$ cat config.mk
export PLATFORM = sky130hd
export DESIGN_NAME = ordered_list_engine
export DESIGN_NICKNAME = d
export VERILOG_FILES = /design/src/rtl/ole_pkg.sv /design/src/rtl/ole_ram.sv /design/src/rtl/ole_seq.sv /design/src/rtl/ordered_list_engine.sv
export VERILOG_INCLUDE_DIRS = /design/src /design/src/rtl
export SDC_FILE = /design/constraint.sdc
export NUM_CORES = 2
export LEC_CHECK = 0
export BUFFER_PORTS_ARGS = -buffer_cell sky130_fd_sc_hd__buf_2
export CAP_MARGIN = 20
export CORE_MARGIN = 4
export CORE_UTILIZATION = 55
export DETAILED_ROUTE_END_ITERATION = 16
export PLACE_DENSITY_LB_ADDON = 0.15
export SKIP_CTS_REPAIR_TIMING = 1
export SYNTH_ARGS = -nofsm -noshare
export SYNTH_HDL_FRONTEND = slang
export SYNTH_HIERARCHICAL = 1
export SYNTH_SLANG_ARGS = --single-unit
$ cat constraint.sdc
create_clock -name clk_i -period 9.2 [get_ports clk_i]
set_input_delay 2.76 -clock clk_i [delete_from_list [all_inputs] [get_ports clk_i]]
set_output_delay 2.76 -clock clk_i [all_outputs]
set_load 0.01 [all_outputs]
$ cat src/rtl/ordered_list_engine_defines.svh
// Assertion macros used by the ordered list engine sequencer.
`ifndef ORDERED_LIST_ENGINE_DEFINES_SVH
`define ORDERED_LIST_ENGINE_DEFINES_SVH

`ifndef SYNTHESIS

`define OLE_ASSERT(lbl, clk, rstn, prop) \
  lbl: assert property (@(posedge clk) disable iff (!(rstn)) (prop)) \
    else $error("ordered list engine check failed");

`define OLE_ASSERT_NEVER(lbl, clk, rstn, expr) \
  lbl: assert property (@(posedge clk) disable iff (!(rstn)) !(expr)) \
    else $error("ordered list engine forbidden condition");

`else

`define OLE_ASSERT(lbl, clk, rstn, prop)

`define OLE_ASSERT_NEVER(lbl, clk, rstn, expr)

`endif

`endif

$ cat src/rtl/ole_pkg.sv
// Package with constants, codes and types of the ordered list engine.
`default_nettype none

package ole_pkg;

  localparam int unsigned DEPTH = 64;
  localparam int unsigned AW    = $clog2(DEPTH);
  localparam int unsigned CW    = $clog2(DEPTH + 1);
  localparam int unsigned DW    = 64;

  localparam logic [1:0] CMD_READ   = 2'd0;
  localparam logic [1:0] CMD_INSERT = 2'd1;
  localparam logic [1:0] CMD_REMOVE = 2'd2;
  localparam logic [1:0] CMD_FIND   = 2'd3;

  localparam logic [1:0] ST_OK    = 2'd0;
  localparam logic [1:0] ST_FULL  = 2'd1;
  localparam logic [1:0] ST_RANGE = 2'd2;

  typedef struct packed {
    logic [DW-1:0] read_word;
    logic [AW-1:0] match_index;
    logic          match_found;
    logic [CW-1:0] length;
    logic [1:0]    status;
  } res_t;

  typedef struct packed {
    logic          we;
    logic [AW-1:0] addr;
    logic [DW-1:0] data;
  } ram_wr_t;

endpackage

`default_nettype wire

$ cat src/rtl/ole_ram.sv
// Entry store: one write port, one registered read port.
`default_nettype none

module ole_ram (
  input  wire                            clk_i,
  input  wire ole_pkg::ram_wr_t          wr_i,
  input  wire logic [ole_pkg::AW-1:0]    raddr_i,
  output logic      [ole_pkg::DW-1:0]    rdata_o
);

  logic [ole_pkg::DW-1:0] mem [ole_pkg::DEPTH];

  always_ff @(posedge clk_i) begin
    if (wr_i.we) begin
      mem[wr_i.addr] <= wr_i.data;
    end
  end

  always_ff @(posedge clk_i) begin
    rdata_o <= mem[raddr_i];
  end

endmodule

`default_nettype wire

$ cat src/rtl/ole_seq.sv
// Sequencer: decodes a request and walks the entry store one entry a cycle.
`default_nettype none
`include "ordered_list_engine_defines.svh"

module ole_seq (
  input  wire                         clk_i,
  input  wire                         rst_ni,
  input  wire                         in_valid_i,
  output logic                        in_ready_o,
  input  wire logic [1:0]             command_i,
  input  wire logic [ole_pkg::AW-1:0] position_i,
  input  wire logic [ole_pkg::DW-1:0] data_word_i,
  input  wire                         out_free_i,
  output logic                        done_o,
  output ole_pkg::res_t               res_o,
  output ole_pkg::ram_wr_t            ram_wr_o,
  output logic [ole_pkg::AW-1:0]      ram_raddr_o,
  input  wire logic [ole_pkg::DW-1:0] ram_rdata_i
);

  typedef enum logic [6:0] {
    S_IDLE  = 7'b0000001,
    S_DISP  = 7'b0000010,
    S_RWAIT = 7'b0000100,
    S_UP    = 7'b0001000,
    S_DN    = 7'b0010000,
    S_FIND  = 7'b0100000,
    S_DONE  = 7'b1000000
  } state_e;

  state_e                 state_q, state_d;
  logic [ole_pkg::CW-1:0] count_q, count_d;
  logic [ole_pkg::CW-1:0] idx_q, idx_d;
  logic [ole_pkg::AW-1:0] waddr_q, waddr_d;
  logic                   wpend_q, wpend_d;
  logic                   cvalid_q, cvalid_d;
  logic [ole_pkg::AW-1:0] cidx_q, cidx_d;
  logic [1:0]             cmd_q, cmd_d;
  logic [ole_pkg::AW-1:0] pos_q, pos_d;
  logic [ole_pkg::DW-1:0] word_q, word_d;
  logic [ole_pkg::DW-1:0] rd_q, rd_d;
  logic [ole_pkg::AW-1:0] midx_q, midx_d;
  logic                   mfound_q, mfound_d;
  logic [1:0]             status_q, status_d;
  logic [ole_pkg::CW-1:0] pos_ext;
  logic [ole_pkg::CW-1:0] idx_m1;
  logic [ole_pkg::CW-1:0] idx_p1;
  logic                   word_eq;

  assign pos_ext = {1'b0, pos_q};
  assign idx_m1  = idx_q - 1'b1;
  assign idx_p1  = idx_q + 1'b1;
  assign word_eq = (ram_rdata_i == word_q);

  always_comb begin
    state_d     = state_q;
    count_d     = count_q;
    idx_d       = idx_q;
    waddr_d     = waddr_q;
    wpend_d     = wpend_q;
    cvalid_d    = 1'b0;
    cidx_d      = cidx_q;
    cmd_d       = cmd_q;
    pos_d       = pos_q;
    word_d      = word_q;
    rd_d        = rd_q;
    midx_d      = midx_q;
    mfound_d    = mfound_q;
    status_d    = status_q;
    ram_raddr_o = pos_q;
    ram_wr_o.we   = 1'b0;
    ram_wr_o.addr = waddr_q;
    ram_wr_o.data = ram_rdata_i;
    done_o      = 1'b0;
    in_ready_o  = 1'b0;

    unique case (state_q)
      S_IDLE: begin
        in_ready_o = 1'b1;
        if (in_valid_i) begin
          cmd_d   = command_i;
          pos_d   = position_i;
          word_d  = data_word_i;
          state_d = S_DISP;
        end
      end
      S_DISP: begin
        rd_d     = '0;
        midx_d   = '0;
        mfound_d = 1'b0;
        status_d = ole_pkg::ST_OK;
        wpend_d  = 1'b0;
        unique case (cmd_q)
          ole_pkg::CMD_READ: begin
            state_d = (pos_ext < count_q) ? S_RWAIT : S_DONE;
          end
          ole_pkg::CMD_INSERT: begin
            if (count_q == ole_pkg::CW'(ole_pkg::DEPTH)) begin
              status_d = ole_pkg::ST_FULL;
              state_d  = S_DONE;
            end else if (pos_ext > count_q) begin
              status_d = ole_pkg::ST_RANGE;
              state_d  = S_DONE;
            end else begin
              idx_d   = count_q;
              state_d = S_UP;
            end
          end
          ole_pkg::CMD_REMOVE: begin
            if (pos_ext >= count_q) begin
              status_d = ole_pkg::ST_RANGE;
              state_d  = S_DONE;
            end else begin
              idx_d   = pos_ext;
              state_d = S_DN;
            end
          end
          default: begin
            idx_d   = '0;
            state_d = S_FIND;
          end
        endcase
      end
      S_RWAIT: begin
        rd_d    = ram_rdata_i;
        state_d = S_DONE;
      end
      S_UP: begin
        ram_wr_o.we = wpend_q;
        if (idx_q != pos_ext) begin
          ram_raddr_o = idx_m1[ole_pkg::AW-1:0];
          wpend_d     = 1'b1;
          waddr_d     = idx_q[ole_pkg::AW-1:0];
          idx_d       = idx_m1;
        end else if (wpend_q) begin
          wpend_d = 1'b0;
        end else begin
          ram_wr_o.we   = 1'b1;
          ram_wr_o.addr = pos_q;
          ram_wr_o.data = word_q;
          count_d       = count_q + 1'b1;
          state_d       = S_DONE;
        end
      end
      S_DN: begin
        ram_wr_o.we = wpend_q;
        if (idx_p1 < count_q) begin
          ram_raddr_o = idx_p1[ole_pkg::AW-1:0];
          wpend_d     = 1'b1;
          waddr_d     = idx_q[ole_pkg::AW-1:0];
          idx_d       = idx_p1;
        end else if (wpend_q) begin
          wpend_d = 1'b0;
        end else begin
          count_d = count_q - 1'b1;
          state_d = S_DONE;
        end
      end
      S_FIND: begin
        if (cvalid_q && word_eq) begin
          midx_d   = cidx_q;
          mfound_d = 1'b1;
        end
        if (idx_q < count_q) begin
          ram_raddr_o = idx_q[ole_pkg::AW-1:0];
          cvalid_d    = 1'b1;
          cidx_d      = idx_q[ole_pkg::AW-1:0];
          idx_d       = idx_p1;
        end else if (!cvalid_q) begin
          state_d = S_DONE;
        end
      end
      S_DONE: begin
        if (out_free_i) begin
          done_o  = 1'b1;
          state_d = S_IDLE;
        end
      end
      default: begin
        state_d = S_IDLE;
      end
    endcase
  end

  always_ff @(posedge clk_i or negedge rst_ni) begin
    if (!rst_ni) begin
      state_q  <= S_IDLE;
      count_q  <= '0;
      wpend_q  <= 1'b0;
      cvalid_q <= 1'b0;
    end else begin
      state_q  <= state_d;
      count_q  <= count_d;
      wpend_q  <= wpend_d;
      cvalid_q <= cvalid_d;
    end
  end

  always_ff @(posedge clk_i) begin
    idx_q    <= idx_d;
    waddr_q  <= waddr_d;
    cidx_q   <= cidx_d;
    cmd_q    <= cmd_d;
    pos_q    <= pos_d;
    word_q   <= word_d;
    rd_q     <= rd_d;
    midx_q   <= midx_d;
    mfound_q <= mfound_d;
    status_q <= status_d;
  end

  assign res_o.read_word   = rd_q;
  assign res_o.match_index = midx_q;
  assign res_o.match_found = mfound_q;
  assign res_o.length      = count_q;
  assign res_o.status      = status_q;

  `OLE_ASSERT_NEVER(a_count_max, clk_i, rst_ni, count_q > ole_pkg::CW'(ole_pkg::DEPTH))
  `OLE_ASSERT(a_done_idle, clk_i, rst_ni, done_o |=> state_q == S_IDLE)
  `OLE_ASSERT(a_count_shift, clk_i, rst_ni, (count_q != $past(count_q)) |-> ($past(state_q) == S_UP || $past(state_q) == S_DN))
  `OLE_ASSERT_NEVER(a_no_write_idle, clk_i, rst_ni, ram_wr_o.we && (state_q == S_IDLE || state_q == S_FIND || state_q == S_DONE))

endmodule

`default_nettype wire

$ cat src/rtl/ordered_list_engine.sv
// Ordered list engine: sequencer, entry store and result register.
// A read fetches one word and a find scans every stored word; an insert moves the words
// from position up one place, a remove those above position down one place; the store
// gives one entry per cycle. One request at a time; the sequencer is ready for the next
// in the same cycle the result turns valid; a held result stalls. rst_ni clears count
// and control; stored words stay undefined until written.
`default_nettype none

module ordered_list_engine (
  input  wire                         clk_i,
  input  wire                         rst_ni,
  input  wire                         in_valid_i,
  output logic                        in_ready_o,
  input  wire logic [1:0]             command_i,
  input  wire logic [5:0]             position_i,
  input  wire logic [63:0]            data_word_i,
  output logic                        out_valid_o,
  input  wire                         out_ready_i,
  output logic [63:0]                 read_word_o,
  output logic [5:0]                  match_index_o,
  output logic                        match_found_o,
  output logic [6:0]                  length_o,
  output logic [1:0]                  status_o
);

  ole_pkg::res_t          res;
  ole_pkg::res_t          out_q;
  ole_pkg::ram_wr_t       ram_wr;
  logic [ole_pkg::AW-1:0] ram_raddr;
  logic [ole_pkg::DW-1:0] ram_rdata;
  logic                   done;
  logic                   out_free;
  logic                   out_valid_q;

  assign out_free = !out_valid_q || out_ready_i;

  ole_seq u_seq (
    .clk_i       (clk_i),
    .rst_ni      (rst_ni),
    .in_valid_i  (in_valid_i),
    .in_ready_o  (in_ready_o),
    .command_i   (command_i),
    .position_i  (position_i),
    .data_word_i (data_word_i),
    .out_free_i  (out_free),
    .done_o      (done),
    .res_o       (res),
    .ram_wr_o    (ram_wr),
    .ram_raddr_o (ram_raddr),
    .ram_rdata_i (ram_rdata)
  );

  ole_ram u_ram (
    .clk_i   (clk_i),
    .wr_i    (ram_wr),
    .raddr_i (ram_raddr),
    .rdata_o (ram_rdata)
  );

  always_ff @(posedge clk_i or negedge rst_ni) begin
    if (!rst_ni) begin
      out_valid_q <= 1'b0;
    end else if (done) begin
      out_valid_q <= 1'b1;
    end else if (out_ready_i) begin
      out_valid_q <= 1'b0;
    end
  end

  always_ff @(posedge clk_i) begin
    if (done) begin
      out_q <= res;
    end
  end

  assign out_valid_o   = out_valid_q;
  assign read_word_o   = out_q.read_word;
  assign match_index_o = out_q.match_index;
  assign match_found_o = out_q.match_found;
  assign length_o      = out_q.length;
  assign status_o      = out_q.status;

endmodule

`default_nettype wire

== Word-level counts from Yosys, hierarchy flattened ==
Memory sizes are Yosys's and may differ from the RTL's. A register that Yosys moved wholly into a read port is not among the register bits.
Index checks and enable logic that the tools add are counted.
Operators by class
  add/sub/neg operators: 4
  mux-type cells: 58
  order comparisons: 5
  eq/ne operators: 28
  reduce and logical (&&, ||, !) cells: 17
Operator list (number)
  2-to-1 mux 7 bit: 21
  2-to-1 mux 70 bit: 2
  one-hot mux 64 bit (2 select lines): 1
  2-to-1 mux 71 bit: 1
  == test 64 bit: 1
  one-hot mux 7 bit (7 select lines): 1
  one-hot mux 7 bit (3 select lines): 2
  2-to-1 mux 6 bit: 6
  one-hot mux 7 bit (4 select lines): 1
  one-hot mux 6 bit (2 select lines): 2
  inequality test 2 bit (second input constant): 9
  one-hot mux 6 bit (3 select lines): 1
  adder 7 x 1 -> 7 bit (second input constant): 2
  == test 7 bit (second input constant): 2
  < comparator 7 bit: 2
  one-hot mux 7 bit (2 select lines): 1
  subtractor 7 x 1 -> 7 bit (second input constant): 2
  2-to-1 mux 1 bit: 12
  inequality test 3 bit (second input constant): 3
  inequality test 2 x 1 -> 1 bit (second input constant): 4
  AND reduction 8 bit: 1
  nonzero test 2 bit: 4
  == test 7 x 1 -> 1 bit (second input constant): 1
  == test 7 x 2 -> 1 bit (second input constant): 1
  other kinds (24): 29
Storage, ports and cells
  logic and storage cells: 133
  register bits: 261
  memories: 1
  input port bits: 76
  RAM bits: 4096
  output and inout port bits: 82
Memory list
  u_ram.mem: depth 64, width 64, rd ports 1, clocked after memory_dff 1, write ports 1, RTL line ole_ram.sv:11  | logic [ole_pkg::DW-1:0] mem [ole_pkg::DEPTH];

== Longest topological paths before layout ==
  depth in word-level cells: 5
  mapped depth: 23
  mapped depth without buffers: 16

== By module ==
Netlist, hierarchy kept.
By module, submodules not included
  ole_ram: cells each 6598, times used 1, area an instance 156348.7 um^2, sequential area each 124279.2 um^2
  ole_seq: cells each 699, times used 1, area an instance 9218.8 um^2, sequential area each 5326.4 um^2
  ordered_list_engine: cells each 83, times used 1, area an instance 2449.8 um^2, sequential area each 2427.3 um^2

== Worst setup path before layout ==
Ideal clock, no wire load.
  path kind: register -> register
  start point: register u_seq/idx_q[3] (netlist name)
  end point: memory u_ram/mem[48][0] (netlist name), enable pin
  stages on the path, launching flop included: 12
  data arrival time: 6.900 ns
  data required time: 8.636 ns
  buffers on the path: 3
  setup slack: 1.736 ns
  period minus slack after synthesis: 7.464 ns
  setup time: 0.564 ns
  cell sequence: edfxtp_1 buf_2 xor2_1 nor4_1 nand3_1 nor2_1 buf_2 mux2_2 clkbuf_1 nor2b_1 nand4b_1 nor3_1
RTL lines
  from (decl): RTL line ole_seq.sv:33  | logic [ole_pkg::CW-1:0] idx_q, idx_d;
  from (signal assigned): RTL line ole_seq.sv:200  | idx_q <= idx_d;
  to (decl): RTL line ole_ram.sv:11

== Worst setup path after layout ==
  start point: register u_seq/idx_q[0] (netlist name)
  end point: register u_ram/rdata_o[11] (netlist name), read port of u_ram.mem
Between the ends
  word-level cells in the longest chain between the ends: 4
  elaborated cells between the ends (all ways): 9
  those cells by class: add/sub (2); order compare (2); eq/ne (1); mux (4)
Ends and longest elaborated chain
  adder 7 x 1 -> 7 bit: RTL line ole_seq.sv:52  | assign idx_p1 = idx_q + 1'b1;
  < comparator 7 bit: RTL line ole_seq.sv:147  | if (idx_p1 < count_q) begin
  2-to-1 mux 6 bit: RTL line ole_seq.sv:147
  one-hot mux 6 bit (3 select lines) *: RTL line ole_seq.sv:77  | unique case (state_q)
  via ram_raddr, one bit: RTL line ordered_list_engine.sv:29  | logic [ole_pkg::AW-1:0] ram_raddr;
  to (decl): RTL line ole_ram.sv:8  | output logic [ole_pkg::DW-1:0] rdata_o
Mark *: on every way through the listed nets, which the timed path passes. The rest lies on a longest branch.
A chain may end at the register's enable or synchronous reset.

==> flow_metrics.tcl <==
set metrics [dict create \
    run_status "finished clean" \
    number_of_buffers_created_by_cts 440 \
    worst_hold_margin_ns 0.414 \
    die-height_um 561 \
    p_total_w 0.0545 \
    pre_cts_slack_ns 2.93 \
    grt.total_usage 0.313 \
    setup_viol 0 \
    worstMarginPinSlew_ns 1.39 \
    area_of_the_multi_input_gates_mm2 0.0345 \
    detail_route.iter0.violations 14170 \
    cts_max_level 5 \
    power.static_leakage_nw 60.4 \
    detailedPlacementHpwl_um 261000 \
    die_w_um 561 \
    rsz0062_at_grt "no" \
    crit_path_top_delay_cell "sky130_fd_sc_hd__nor2b_4" \
    synth_top_flop_cell "sky130_fd_sc_hd__edfxtp_1" \
    routed_wire_length_per_instance_um 40.1 \
    number_of_synthesized_flops_with_an_enable_pin 4340 \
    cp_cell_sequence "ha_1, nand3_1, nor2_1, xor2_1, ha_1, a21oi_1, o21ai_0, a211oi_1, a221o_1, a22o_4, nor2b_4, buf_12, a22oi_1, and3_1, a211oi_1" \
    max_clock_freq_ghz 0.155 \
    row_count 202 \
    layout_commonest_cell "sky130_fd_sc_hd__edfxtp_1" \
    grt_start_max_net_pins 123 \
    final_critical_path_setup_slack_ns 2.76 \
    worst_ep_arrival_time_ns 7.32 \
    first_global_vias 83159 \
    holdCritPathClass "flop to flop" \
    power_frac_clock 0.335 \
    max-cap-violations 0 \
    timing.critical_path.required_ns 10.08 \
    postSynthCellCount 7380 \
    area_growth_syn_to_layout_pct 13.4 \
    ctsRootBufferMaster "sky130_fd_sc_hd__clkbuf_16" \
    clock_path_buffers 4 \
    grt_first_pass_wirelength_um 681000 \
    critical_path.top_delay_family "compound AO/OA/AOI/OAI gates" \
    synth_fp_nets 7486 \
    antenna_found_initial 34 \
    worstSetupEndpointType "flop" \
    final_period_minus_worst_setup_slack_ns 6.44 \
    syn_avg_cell_area_um2 22.8 \
    coreArea_mm2 0.304 \
    route.final.wire_length_um 494000 \
    via_count 85638 \
    proportion_of_layout_cells_with_a_drive_suffix_above_1 0.280 \
    cts.clk_slew.worst_paths_ns 0.06 \
    p_per_area_mw_per_mm2 286 \
    switching_power_w 0.0150 \
    worstSetupPathType "flop to flop" \
    drc 0 \
    overflow 0 \
    power_frac_comb 0.189 \
    drt.antenna.violating_nets 0 \
    buffer_ports.inserted 157 \
    max-vdd-ir-drop_mv 0.202 \
    insertion_delay_ns 0.99 \
    cts.sinks 4421 \
    initial_core_util 0.554 \
    hold_depth 0 \
    setup_total_negative_slack_ns 0 \
    synth.cell_area_mm2 0.168 \
    gp_congestion 0.869 \
    fin_skew_ns 0.0670 \
    reg_to_reg_slack_setup_ns 2.76 \
    detail_route.vias_per_cell 6.95 \
    pin_count 158 \
    critPathBufInv 1 \
    slew_headroom 0.0708 \
    seqPwrFrac 0.475 \
    maxSlewViolCount 0 \
    final_cells 12327 \
    register_bit_total_from_synthesis 4421 \
    die-area_mm2 0.314 \
    min_period_over_period 0.700 \
    fill_cells 20179 \
    placed_cells 11449 \
    critical_path.startpoint_type "flop" \
    cp_num_cells 15 \
    netlist-cell-type-count 70 \
    reg2reg_depth 15 \
    timing.final.hold_violations 0 \
    worst_path_largest_cell_delay_ns 0.84 \
    area.sequential_mm2 0.132 \
    timing.critical_path.fanout_max 100 \
    yosys_warnings 6 \
    synth.yosys.seq_area_share 0.786 \
    design.final.nets 7957 \
    power_switching_share 0.276 \
    tritoncts_clock_tree "built" \
    internal_power_w 0.0395 \
    async_flop_share 0.00385 \
    detailedRoute.firstPassIterationCount 6 \
    top_library_cells_by_usage_in_the_layout_fill_and_taps_aside "4,340 x sky130_fd_sc_hd__edfxtp_1, 1,024 x sky130_fd_sc_hd__mux4_2, 447 x sky130_fd_sc_hd__clkbuf_16" \
]
## cell families after synthesis
kind of cell,synth area share
DFF,0.786
muxes,0.150
AOI/OAI and AO/OA,0.0267
and+or+nand+nor,0.0181
buffers and inverters,0.0124
xor gates and xnor gates,0.00443
adders and majority gates,0.00228
## power groups by stage
stage	sequential [W]	clock [W]	combinational, W
floorplan	0.0259	0	0.00636
global placement	0.0264	0	0.00954
detailed placement	0.0264	0	0.00985
CTS	0.0260	0.0185	0.00986
global route	0.0259	0.0194	0.0109
finish	0.0259	0.0183	0.0103
## worst register-to-register path, delay by kind of cell (launching register included)
| family | cells | cell delay, ns |
|---|---|---|
| adder cells (fa/ha/maj) | 2 | 0.65 |
| AND/OR/NAND/NOR | 4 | 1.57 |
| buffers and inverters | 1 | 0.54 |
| XOR/XNOR | 1 | 0.21 |
| AO/OA/AOI/OAI | 7 | 2.81 |
| flip-flops | 1 | 0.62 |
## worst paths after layout
| kind | end | startpoint |
|---|---|---|
| min | read_word_o[38] | u_seq/rd_q[38] |
| min reg2reg | read_word_o[38] | u_seq/rd_q[38] |
| max in group asynchronous | u_seq/state_q[0] | rst_ni |
| max | u_ram/rdata_o[11] | u_seq/idx_q[0] |
| max reg2reg | u_ram/rdata_o[11] | u_seq/idx_q[0] |
| min in group asynchronous | u_seq/count_q[1] | rst_ni |
## flip-flops by register name, indices dropped and copies added (netlist names), 7 cells and up
register,count
u_ram/mem,4096
read_word_o,64
u_ram/rdata_o,64
u_seq/rd_q,64
u_seq/word_q,64
length_o,7
u_seq/count_q,7
u_seq/idx_q,7
u_seq/state_q,7
## area by class of cell
type | count | share of cell area
Sequential cell | 4421 | 0.693
Multi-Input combinational cell | 2513 | 0.181
Clock buffer | 555 | 0.0617
Tap cell | 4080 | 0.0268
Timing Repair Buffer | 429 | 0.0207
Clock inverter | 269 | 0.0158
Inverter | 46 | 0.000906
Antenna cell | 14 | 0.000184
## synthesized netlist by cell type (all sizes together), types with 31 or more instances
cell type	instances	share of area
edfxtp	4340	0.78
mux4	1024	0.14
buf	242	0.0078
a22oi	170	0.0076
clkbuf	158	0.0035
mux2i	139	0.0083
nor2	130	0.0029
a22o	98	0.0051
o22ai	84	0.0031
and2	79	0.0029
nand2	77	0.0017
and3	70	0.0026
mux2	70	0.0047
a211oi	66	0.0029
dfxtp	64	0.0076
nand3	56	0.0017
xor2	47	0.0024
inv	46	0.0010
o221ai	43	0.0022
xnor2	38	0.0020
nor2b	31	0.0012
or3	31	0.0012
## layer usage
layer / part of all wire / GRT usage
met4: 0.045 / 0.119
met5: 0.000095 / 0
met3: 0.12 / 0.0691
met2: 0.46 / 0.477
met1: 0.37 / 0.449
## stage by stage
stage	cell area [um2]	utilization
after floorplan	168000	-
after global placement	175000	0.576
after detailed placement	175000	0.576
after CTS	190000	0.625
after global routing	191000	0.628
final	191000	0.628
Note: power is estimated with default switching activity, not from simulation.
